`config.mk`:
```
export PLATFORM = sky130hd
export DESIGN_NAME = sliding_window_sender
export DESIGN_NICKNAME = d
export VERILOG_FILES = /design/src/swsnd_pkg.sv /design/src/swsnd_cell.sv /design/src/sliding_window_sender.sv
export SDC_FILE = /design/constraint.sdc
export NUM_CORES = 2
export LEC_CHECK = 0
export ABC_AREA = 0
export ABC_CLOCK_PERIOD_IN_PS = 15610
export BUFFER_PORTS_ARGS = -buffer_cell sky130_fd_sc_hd__buf_2
export CAP_MARGIN = 20
export CORE_AREA = 2 2 287 289
export CTS_CLUSTER_SIZE = 40
export DETAILED_ROUTE_END_ITERATION = 8
export DIE_AREA = 0 0 289 291
export HOLD_SLACK_MARGIN = 0.02
export PLACE_DENSITY = 0.91
export SYNTH_ARGS = -nofsm -noshare
export SYNTH_HDL_FRONTEND = slang
export SYNTH_SLANG_ARGS = --single-unit
```
`constraint.sdc`:
```
create_clock -name clk -period 15.61 [get_ports clk]
set_clock_uncertainty 0.05 [all_clocks]
set_input_delay 3.122 -clock clk [delete_from_list [all_inputs] [get_ports clk]]
set_output_delay 3.122 -clock clk [all_outputs]
set_load 0.02 [all_outputs]
```
`src/swsnd_pkg.sv`:
```
// Shared types and constants of the sliding window sender.
package swsnd_pkg;

  localparam int unsigned RES_CAP = 32;

  typedef enum logic [1:0] {
    KIND_ACK  = 2'd0,
    KIND_DATA = 2'd1,
    KIND_EOD  = 2'd2,
    KIND_TICK = 2'd3
  } kind_t;

  typedef enum logic [2:0] {
    ACT_SEND   = 3'd0,
    ACT_RESEND = 3'd1,
    ACT_DISC   = 3'd2,
    ACT_REDISC = 3'd3,
    ACT_REFUSE = 3'd4,
    ACT_CLOSED = 3'd5
  } action_t;

  typedef enum logic [1:0] {
    PH_SENDING = 2'd0,
    PH_DISC    = 2'd1,
    PH_CLOSED  = 2'd2
  } phase_t;

  typedef enum logic [0:0] {
    REG_TIMEOUT = 1'b0,
    REG_INIT_WIN = 1'b1
  } reg_index_t;

  typedef struct packed {
    logic        busy;
    logic [7:0]  seq;
    logic [9:0]  len;
    logic [15:0] age;
  } slot_t;

  typedef struct packed {
    action_t     action;
    logic [7:0]  seq;
    logic [4:0]  slot;
    logic [9:0]  len;
    logic [4:0]  cred;
  } res_t;

endpackage

```
`src/swsnd_cell.sv`:
```
// One slot of the outstanding-packet ring.
module swsnd_cell (
  input  logic            clk,
  input  logic            rst,
  input  logic            shift,
  input  swsnd_pkg::slot_t shift_in,
  input  logic            load,
  input  swsnd_pkg::slot_t load_data,
  output swsnd_pkg::slot_t q
);

  always_ff @(posedge clk) begin
    if (shift) begin
      q <= shift_in;
    end else if (load) begin
      q <= load_data;
    end
    if (rst) begin
      q.busy <= 1'b0;
    end
  end

endmodule

```
`src/sliding_window_sender.sv`:
```
// Top level of the sliding window sender.
//
// Send side of a selective-repeat ARQ. One input transaction carries an event:
// an acknowledgement, a data offer, end of data or a one millisecond tick.
// Each event yields zero or more result transactions on the output channel;
// the last one of an event has last set. Configuration (timeout and initial
// window) is written through the cfg channel while the block is idle.
// Outstanding packets live in a ring of SLOTS cells. A valid acknowledgement
// or a tick in the sending phase rotates the ring once around, one slot per
// cycle while the output does not hold it up, through a single update unit at
// its head. Such an event goes through S_SCAN, S_FIN and S_DRAIN, which
// registers its last result, before the next event can be taken. A data
// offer, or any event that sends a disconnect, a resend of it or the close
// without a scan, goes straight from S_IDLE to S_DRAIN, which registers its
// result once the output is free. An event with no result outside a scan stays
// in S_IDLE. A new event is accepted only once all results of the previous one
// have left the staging register. When the receiver stalls, the ring stops
// rotating once a result at its head finds the staging register full, so no
// result is lost. Reset empties all slots, sets the window and credit to one
// and the sequence number to zero; slot sequence, length and age are not cleared.
module sliding_window_sender #(
  parameter int unsigned SLOTS       = 32,
  parameter int unsigned MAX_PAYLOAD = 512
) (
  input  logic        clk,
  input  logic        rst,
  input  logic        in_valid,
  output logic        in_ready,
  input  logic [1:0]  kind,
  input  logic [7:0]  ack_seq,
  input  logic [4:0]  ack_window,
  input  logic        ack_ok,
  input  logic [9:0]  data_length,
  output logic        out_valid,
  input  logic        out_ready,
  output logic [2:0]  action,
  output logic [7:0]  seq,
  output logic [4:0]  slot,
  output logic [9:0]  length,
  output logic [4:0]  advertised_credit,
  output logic        last,
  input  logic        cfg_valid,
  output logic        cfg_ready,
  input  logic [0:0]  cfg_index,
  input  logic [15:0] cfg_data
);

  localparam int unsigned IW = (SLOTS > 1) ? $clog2(SLOTS) : 1;

  typedef enum logic [3:0] {
    S_IDLE  = 4'b0001,
    S_SCAN  = 4'b0010,
    S_FIN   = 4'b0100,
    S_DRAIN = 4'b1000
  } state_t;

  state_t state;
  swsnd_pkg::phase_t phase;
  logic [15:0] timeout_ticks;
  logic [5:0]  free_credit;
  logic [4:0]  window_size;
  logic        window_learned;
  logic [7:0]  next_seq;
  logic        data_done;
  logic [15:0] disc_age;
  logic        scan_tick;
  logic [7:0]  ack_seq_r;
  logic [IW-1:0] cnt;
  logic [5:0]  rescnt;
  swsnd_pkg::res_t pend;
  logic        pend_valid;

  swsnd_pkg::slot_t cq [SLOTS];
  swsnd_pkg::slot_t head_next;
  logic        shift;
  logic [SLOTS-1:0] load_en;
  swsnd_pkg::slot_t load_data;
  logic [SLOTS-1:0] busy_vec;

  // The ring of slot cells; cell 0 is the head seen by the update unit.
  for (genvar g = 0; g < SLOTS; g++) begin : g_cell
    swsnd_pkg::slot_t sin;
    if (g == SLOTS - 1) begin : g_wrap
      assign sin = head_next;
    end else begin : g_mid
      assign sin = cq[g+1];
    end
    swsnd_cell u_cell (
      .clk(clk), .rst(rst), .shift(shift), .shift_in(sin),
      .load(load_en[g]), .load_data(load_data), .q(cq[g])
    );
    assign busy_vec[g] = cq[g].busy;
  end

  logic any_busy;
  assign any_busy = |busy_vec;

  // First free slot for a data offer.
  logic          free_found;
  logic [IW-1:0] free_idx;
  always_comb begin
    free_found = 1'b0;
    free_idx   = '0;
    for (int i = SLOTS - 1; i >= 0; i--) begin
      if (!busy_vec[i]) begin
        free_found = 1'b1;
        free_idx   = IW'(i);
      end
    end
  end

  logic [4:0] cred_out;
  assign cred_out = (free_credit > 6'd31) ? 5'd31 : free_credit[4:0];

  logic out_free;
  assign out_free  = !out_valid || out_ready;
  assign in_ready  = (state == S_IDLE);
  assign cfg_ready = (state == S_IDLE);

  // Update unit at the head of the ring.
  logic [7:0] seq_dist;
  logic       head_free, head_emit;
  swsnd_pkg::res_t head_res;
  always_comb begin
    head_next = cq[0];
    seq_dist  = ack_seq_r - cq[0].seq;
    head_free = 1'b0;
    head_emit = 1'b0;
    head_res  = '{action: swsnd_pkg::ACT_RESEND, seq: cq[0].seq,
                  slot: 5'(cnt), len: cq[0].len, cred: 5'd0};
    if (cq[0].busy) begin
      if (!scan_tick) begin
        if (seq_dist >= 8'd1 && seq_dist <= {3'd0, window_size}) begin
          head_next.busy = 1'b0;
          head_free      = 1'b1;
        end
      end else if (cq[0].age >= timeout_ticks) begin
        if (rescnt < 6'(swsnd_pkg::RES_CAP)) begin
          head_emit     = 1'b1;
          head_next.age = '0;
        end
      end else begin
        head_next.age = cq[0].age + 16'd1;
      end
    end
  end

  logic step;
  assign step  = (state == S_SCAN) && !(head_emit && pend_valid && !out_free);
  assign shift = step;

  logic accept;
  assign accept = in_valid && in_ready;

  logic offer_ok;
  assign offer_ok = (phase == swsnd_pkg::PH_SENDING) && !data_done && (free_credit != 6'd0)
                    && (data_length != 10'd0)
                    && ({3'd0, data_length} <= 13'(MAX_PAYLOAD)) && free_found;

  always_comb begin
    load_data = '{busy: 1'b1, seq: next_seq, len: data_length, age: 16'd0};
    load_en   = '0;
    if (accept && kind == swsnd_pkg::KIND_DATA && offer_ok) begin
      load_en[free_idx] = 1'b1;
    end
  end

  logic signed [7:0] learn_c;
  assign learn_c = $signed({2'b0, free_credit}) + $signed({3'b0, ack_window})
                   - $signed({3'b0, window_size});

  always_ff @(posedge clk) begin
    // Output register.
    if (step && head_emit && pend_valid) begin
      out_valid <= 1'b1;
      action <= pend.action; seq <= pend.seq; slot <= pend.slot;
      length <= pend.len; advertised_credit <= pend.cred; last <= 1'b0;
    end else if (state == S_DRAIN && pend_valid && out_free) begin
      out_valid <= 1'b1;
      action <= pend.action; seq <= pend.seq; slot <= pend.slot;
      length <= pend.len; advertised_credit <= pend.cred; last <= 1'b1;
    end else if (out_ready) begin
      out_valid <= 1'b0;
    end

    if (cfg_valid && cfg_ready) begin
      if (cfg_index == swsnd_pkg::REG_TIMEOUT) begin
        timeout_ticks <= cfg_data;
      end else begin
        if (!window_learned && phase == swsnd_pkg::PH_SENDING && !any_busy) begin
          window_size <= cfg_data[4:0];
          free_credit <= {1'b0, cfg_data[4:0]};
        end
      end
    end

    case (state)
      S_IDLE: begin
        if (accept) begin
          ack_seq_r <= ack_seq;
          rescnt    <= '0;
          cnt       <= '0;
          case (kind)
            swsnd_pkg::KIND_ACK: begin
              scan_tick <= 1'b0;
              if (ack_ok && phase == swsnd_pkg::PH_SENDING) begin
                if (!window_learned && ack_window != window_size) begin
                  free_credit <= (learn_c < 0) ? 6'd0 :
                                 (learn_c > 8'sd63) ? 6'd63 : learn_c[5:0];
                  window_size <= ack_window;
                  window_learned <= 1'b1;
                end
                state <= S_SCAN;
              end else if (ack_ok && phase == swsnd_pkg::PH_DISC && ack_window == 5'd0) begin
                phase      <= swsnd_pkg::PH_CLOSED;
                pend       <= '{swsnd_pkg::ACT_CLOSED, 8'd0, 5'd0, 10'd0, 5'd0};
                pend_valid <= 1'b1;
                state      <= S_DRAIN;
              end
            end
            swsnd_pkg::KIND_DATA: begin
              pend_valid <= 1'b1;
              state      <= S_DRAIN;
              if (offer_ok) begin
                pend <= '{swsnd_pkg::ACT_SEND, next_seq, 5'(free_idx), data_length, cred_out};
                free_credit <= free_credit - 6'd1;
                next_seq    <= next_seq + 8'd1;
              end else begin
                pend <= '{swsnd_pkg::ACT_REFUSE, 8'd0, 5'd0, 10'd0, 5'd0};
              end
            end
            swsnd_pkg::KIND_EOD: begin
              if (phase == swsnd_pkg::PH_SENDING && !data_done) begin
                data_done <= 1'b1;
                if (!any_busy) begin
                  phase      <= swsnd_pkg::PH_DISC;
                  disc_age   <= '0;
                  pend       <= '{swsnd_pkg::ACT_DISC, next_seq, 5'd0, 10'd0, cred_out};
                  pend_valid <= 1'b1;
                  state      <= S_DRAIN;
                end
              end
            end
            default: begin
              scan_tick <= 1'b1;
              if (phase == swsnd_pkg::PH_SENDING) begin
                state <= S_SCAN;
              end else if (phase == swsnd_pkg::PH_DISC) begin
                if (disc_age >= timeout_ticks) begin
                  disc_age   <= '0;
                  pend       <= '{swsnd_pkg::ACT_REDISC, next_seq, 5'd0, 10'd0, 5'd0};
                  pend_valid <= 1'b1;
                  state      <= S_DRAIN;
                end else begin
                  disc_age <= disc_age + 16'd1;
                end
              end
            end
          endcase
        end
      end
      S_SCAN: begin
        if (step) begin
          if (head_free && free_credit < 6'd63) begin
            free_credit <= free_credit + 6'd1;
          end
          if (head_emit) begin
            pend       <= head_res;
            pend_valid <= 1'b1;
            rescnt     <= rescnt + 6'd1;
          end
          cnt <= cnt + IW'(1);
          if (cnt == IW'(SLOTS - 1)) begin
            state <= S_FIN;
          end
        end
      end
      S_FIN: begin
        // The ring is back in slot order; see whether the last ack emptied it.
        if (!scan_tick && data_done && !any_busy) begin
          phase      <= swsnd_pkg::PH_DISC;
          disc_age   <= '0;
          pend       <= '{swsnd_pkg::ACT_DISC, next_seq, 5'd0, 10'd0, cred_out};
          pend_valid <= 1'b1;
        end
        state <= S_DRAIN;
      end
      S_DRAIN: begin
        if (!pend_valid) begin
          state <= S_IDLE;
        end else if (out_free) begin
          pend_valid <= 1'b0;
          state      <= S_IDLE;
        end
      end
      default: state <= S_IDLE;
    endcase

    if (rst) begin
      state          <= S_IDLE;
      phase          <= swsnd_pkg::PH_SENDING;
      timeout_ticks  <= 16'd1000;
      free_credit    <= 6'd1;
      window_size    <= 5'd1;
      window_learned <= 1'b0;
      next_seq       <= '0;
      data_done      <= 1'b0;
      pend_valid     <= 1'b0;
      out_valid      <= 1'b0;
      scan_tick      <= 1'b0;
      cnt            <= '0;
      rescnt         <= '0;
      disc_age       <= '0;
    end
  end

  a_idle_no_pend: assert property (@(posedge clk) disable iff (rst)
    in_ready |-> !pend_valid) else $error("staging register busy while idle");
  a_closed_stays: assert property (@(posedge clk) disable iff (rst)
    phase == swsnd_pkg::PH_CLOSED |=> phase == swsnd_pkg::PH_CLOSED)
    else $error("left closed phase");
  a_res_cap: assert property (@(posedge clk) disable iff (rst)
    rescnt <= 6'(swsnd_pkg::RES_CAP)) else $error("resend count above cap");
  a_scan_shift: assert property (@(posedge clk) disable iff (rst)
    shift |-> state == S_SCAN && !accept) else $error("ring moved outside a scan");

endmodule
```
# == Yosys cells after proc, flatten, opt, wreduce, memory -nomap -nowiden ==
# Cells that the tools add are included.
# totals
in_bits,48
wordCells,549
out_inout_bits,35
reg_bits,1264
# op_classes
order_cmp,12
n_reduce_logical,94
mux,248
add_sub_neg,10
bitwise,2
eq_ne,29
# op_table
cell,count
2-to-1 mux 35 bit,64
2-to-1 mux 31 bit,12
2-to-1 mux 5 bit,47
case mux 31 bit (3 select lines),2
2-to-1 mux 16 bit,11
2-to-1 mux 6 bit,14
nonzero test 2 bit,35
case mux 16 bit (2 select lines),2
2-to-1 mux 1 bit,59
2-to-1 mux 4 bit,12
case mux 6 bit (2 select lines),3
adder 16 x 1 -> 16 bit (second input constant),2
>= comparator 16 bit,2
2-to-1 mux 32 bit,1
OR reduction 32 bit,1
logical AND 1 bit,27
AND reduction 12 bit,2
2-to-1 mux 10 bit,2
2-to-1 mux 8 bit,2
case mux 4 bit (4 select lines),1
AND reduction 8 bit,2
inequality test 3 bit (second input constant),5
adder 6 x 1 -> 6 bit (second input constant),2
< comparator 6 bit (second input constant),2
other kinds (54),83

# == Depth between registers and ports, before layout ==
# logic_depth
word_depth,39
ltp_mapped,16
ltp_nobuf,15

# == Cells and area by module ==
# From an unflattened synthesis, not the netlist that was laid out.
# hier_totals
hier_cells,3542
hier_area_um2,61774.2
# by_module_without_submodules
mod,area_each_um2,seq_area_each_um2,instances,cells_per_inst
swsnd_cell,1641.6,1041.0,32,78
sliding_window_sender,9243.9,3583.4,1,1046

# == Worst setup path after synthesis ==
# Ideal clock, no wire load.
# synth_path
path_kind,input to register
from,in data_length[3]
to,reg g_cell[19].u_cell.q[34] in the netlist's numbering
setup_time_ps,71
path_stages,8
arrival_time_ps,7346
slack_ps,8144
required_time_ps,15489
path_buffers,0
path_cell_list,nor4_1 -> and4_1 -> o21a_1 -> nand4_1 -> nor3_1 -> nand2b_1 -> o21ai_0 -> o221a_1
# synth_via
elab_chain_cells,7
elab_cells_between_ends,8
cone_classes,order compare: 1; mux: 1; reduce/logical: 6
# synth_lines
item,line_no,text
"start, declared",sliding_window_sender.sv:33,"input logic [9:0] data_length,"
"parallel branches: the longest is 2 deep, another holds less-or-equal comparator 10 bit",-,
logical AND 1 bit * (2 in series),sliding_window_sender.sv:158,"&& ({3'd0, data_length} <= 13'(MAX_PAYLOAD)) && free_found;"
logical AND 1 bit *,sliding_window_sender.sv:163,if (accept && kind == swsnd_pkg::KIND_DATA && offer_ok) begin
2-to-1 mux 32 bit *,sliding_window_sender.sv:163,
nonzero test 2 bit (no line) *,-,
"end signal, assigned",swsnd_cell.sv:14,q <= shift_in;
"end signal, assigned",swsnd_cell.sv:16,q <= load_data;
"end, declared",swsnd_cell.sv:9,output swsnd_pkg::slot_t q
# Mark *: on every way between the ends.
# A chain may end at the register's enable or synchronous reset.

# == Final worst setup path ==
# layout_path
from,in data_length[3]
to,"reg g_cell[12].u_cell.q[13] in the netlist's numbering, enable pin"
# layout_via
elab_chain_cells,7
elab_cells_between_ends,8
cone_classes,order compare: 1; mux: 1; reduce/logical: 6
# layout_lines
item,line_no
"parallel branches: the longest is 2 deep, another holds less-or-equal comparator 10 bit",-
logical AND 1 bit * (2 in series),sliding_window_sender.sv:158
logical AND 1 bit *,sliding_window_sender.sv:163
2-to-1 mux 32 bit *,sliding_window_sender.sv:163
nonzero test 2 bit (no line) *,-
"end signal, assigned",swsnd_cell.sv:14
"end signal, assigned",swsnd_cell.sv:16
"end, declared",swsnd_cell.sv:9
# Marked as above.

==> key figures <==
Run status
  • Run status: finished with violations
  • Failing checks: DRC

Worst setup path
  • Crit path arrival time: 6.55 ns
  • Worst Setup SP: data_length[3]
  • Reg2Reg Setup Slack: 10.12 ns
  • Startpoint Class: primary input
  • Required time worst endpoint: roughly 16 ns
  • Crit path max fanout: 35
  • Crit. End Element: flop
  • Crit Path Category: in -> reg
  • Worst r2r src: g_cell[0].u_cell.q[8]

Drt
  • Iter 0 DRT Violations: ~5000
  • Total length of routed wires: about 130000 um
  • TritonRoute pass-1 iters: 9
  • Vias per inst: approximately 6.6
  • Detailed-route DRC error count: just under 100
  • Routed Antenna Nets: 0
  • WL/cell: between 20 and 30 um
  • DR vias: around 31000

Die
  • Ports: 83
  • Chip width: slightly below 300 um
  • Height of the die: roughly 290 um
  • Core outline area: 81200 um^2
  • FP Rows: ~110
  • Initial Util: 0.636
  • Die area: 84100 um^2

Finish
  • Most common cell after layout, fill and taps aside: edfxtp_1
  • Area Overhead vs Synth: 11.1%
  • Design Area, Final: approximately 57000 um^2
  • Share of post-route cells with drive strength above 1: 0.105
  • Most frequent cells in the layout: edfxtp_1, a21o_1, and2_1
  • Fin nets: between 3000 and 4000
  • Post-Layout Cell Count: about 4700

Timing
  • Final slew viol count: 0
  • Slew @ Worst Pin: between 1 and 1.5 ns
  • Setup TNS: 0 ns
  • Post-route minimum period: 6.28 ns
  • Max-slew headroom: 0.0985
  • Period utilization: 0.402
  • Endpoints failing hold: 0
  • Max Fclk: 0.159 GHz
  • Final setup vio count: 0
  • RSZ-0062 raised after global routing: false

Synthesis
  • Flops & latches, synth: 1264
  • Synth Warn #: 0
  • Syn avg cell area: 14.7 um^2
  • Register area share after synthesis: 0.715
  • Ys flop type: edfxtp_1
  • Mapped Nets: between 3000 and 4000
  • Post-synthesis cell type with the largest combined area: edfxtp_1
  • Cell count after synthesis: around 3500
  • Post-Syn Area: about 52000 um^2
  • Post-synth EDFFs: 1158
  • Synth async-reset ratio: 0
  • Synth area leaders: edfxtp_1, a21o_1, and2_1, dfxtp_1, ha_1
  • Synth top area share: 0.674
  • Synth unique cells: 94

Clock tree
  • CTS tree: done
  • # clock sinks: between 1000 and 1500
  • Hold Buf Count CTS: 0
  • Post-CTS Setup Bufs: 0
  • Max H-tree Level: 3
  • Skew-Pair Late Insertion Delay: between 0.7 and 0.8 ns
  • Post_cts resized: 0
  • Clock transition at path regs: around 0.060 ns
  • TritonCTS Buffers: 115
  • Clk buf depth: 3
  • Clock root buffer: clkbuf_16

Global routing
  • Vias in the first global route: roughly 30000
  • First-pass GRT wire length: 181000 um
  • Initial antenna violation count: 5
  • GR Overflow Total: 0
  • Total GRT Usage: 0.286
  • Largest net degree at the start of global routing: 300

Placement
  • Placed cells: roughly 4500
  • Port bufs: roughly 80
  • Area post-placement: about 53000 um^2
  • Final HPWL DP: 69300 um
  • RePlAce Congestion: ~0.93

Power and ir drop
  • Worst vdd ir: 0.109 mV
  • Pwr Density: approximately 140 nW/um^2
  • Leak pwr: around 23 nW

Worst hold path
  • Hold Startpoint: pend[28]
  • Worst Hold Class: reg -> reg

Job
  • Total of max-cap violations: 0
-- final cells by class --
cell class / count / area [um^2]
fill: 4523 / 23900
antenna: 9 / 22.5
tap: 1070 / 1340
sequential: 1264 / 36900
clock buffer: 143 / 3090
inverter: 77 / 299
timing repair buffer: 145 / 1260
clock inverter: 67 / 777
multi-input combinational: 1932 / 13600
-- logic make-up after synthesis --
family,Yosys count,share of synthesized area
compound gates,918,0.131
xor+xnor,35,0.00594
fa+ha+maj,75,0.0191
buf+inv,316,0.0275
flops,1264,0.715
mux,9,0.00177
simple gates,895,0.100
-- final timing paths --
check,end,cells past startpoint
setup / recovery,g_cell[12].u_cell.q[13],8
setup reg to reg,g_cell[5].u_cell.q[0],10
hold reg to reg,action[0],0
hold / removal,action[0],0
-- flip-flops by register name, summed over array words and instances, names as in the netlist, 2 cells and up --
name	flops
seq	8
advertised_credit	5
next_seq	8
g_cell.u_cell.q	1120
action	3
length	10
slot	5
state	4
disc_age	16
timeout_ticks	16
cnt	5
free_credit	6
pend	31
rescnt	6
phase	2
window_size	5
ack_seq_r	8
-- cell usage after synthesis, types with 25 or more instances --
cell type and instances:
o221a_1 27, nor2_1 80, nand3_1 29, ha_1 69, and2_1 517, dfxtp_1 106, o21ai_0 50, buf_2 162
a21oi_1 69, a21o_1 593, nand2_1 114, inv_1 73, o21ai_1 26, edfxtp_1 1158, clkbuf_1 71, a31oi_1 25
nand4_1 26
-- critical path: stages --
cell	delay, ns
buf_2	0.12
nor4_1	0.52
and4_1	0.30
o21a_1	0.20
nand4_1	0.35
nor3b_1	0.57
nand2_1	0.37
o21ai_4	0.97
-- where the power goes --
part | internal [mW] | switching [mW] | leakage [nW]
logic | 0.365 | 0.725 | 9.77
clock network | 1.63 | 1.31 | 1.89
registers | 4.05 | 0.144 | 11.1
-- through the flow --
stage	util	hold slack, ns	power [mW]	setup WS [ns]
floorplan	-	0.350	4.91	8.14
global placement	0.651	0.351	5.16	8.88
CTS	0.700	0.372	8.12	9.45
detailed placement	0.652	0.355	5.23	8.79
finish	0.706	0.372	8.23	9.33
global route	0.706	0.372	8.42	9.26
-- metal layers --
| layer | GRT usage | part of all wire | vias to the layer above |
|---|---|---|---|
| met3 | 0.0810 | 0.12 | 525 |
| met2 | 0.470 | 0.49 | 2317 |
| met5 | 0 | 0.00012 | - |
| met1 | 0.357 | 0.34 | 15000 |
| met4 | 0.122 | 0.053 | 2 |
| li1 | - | - | 13000 |
Note: power is estimated with default switching activity, not from simulation.
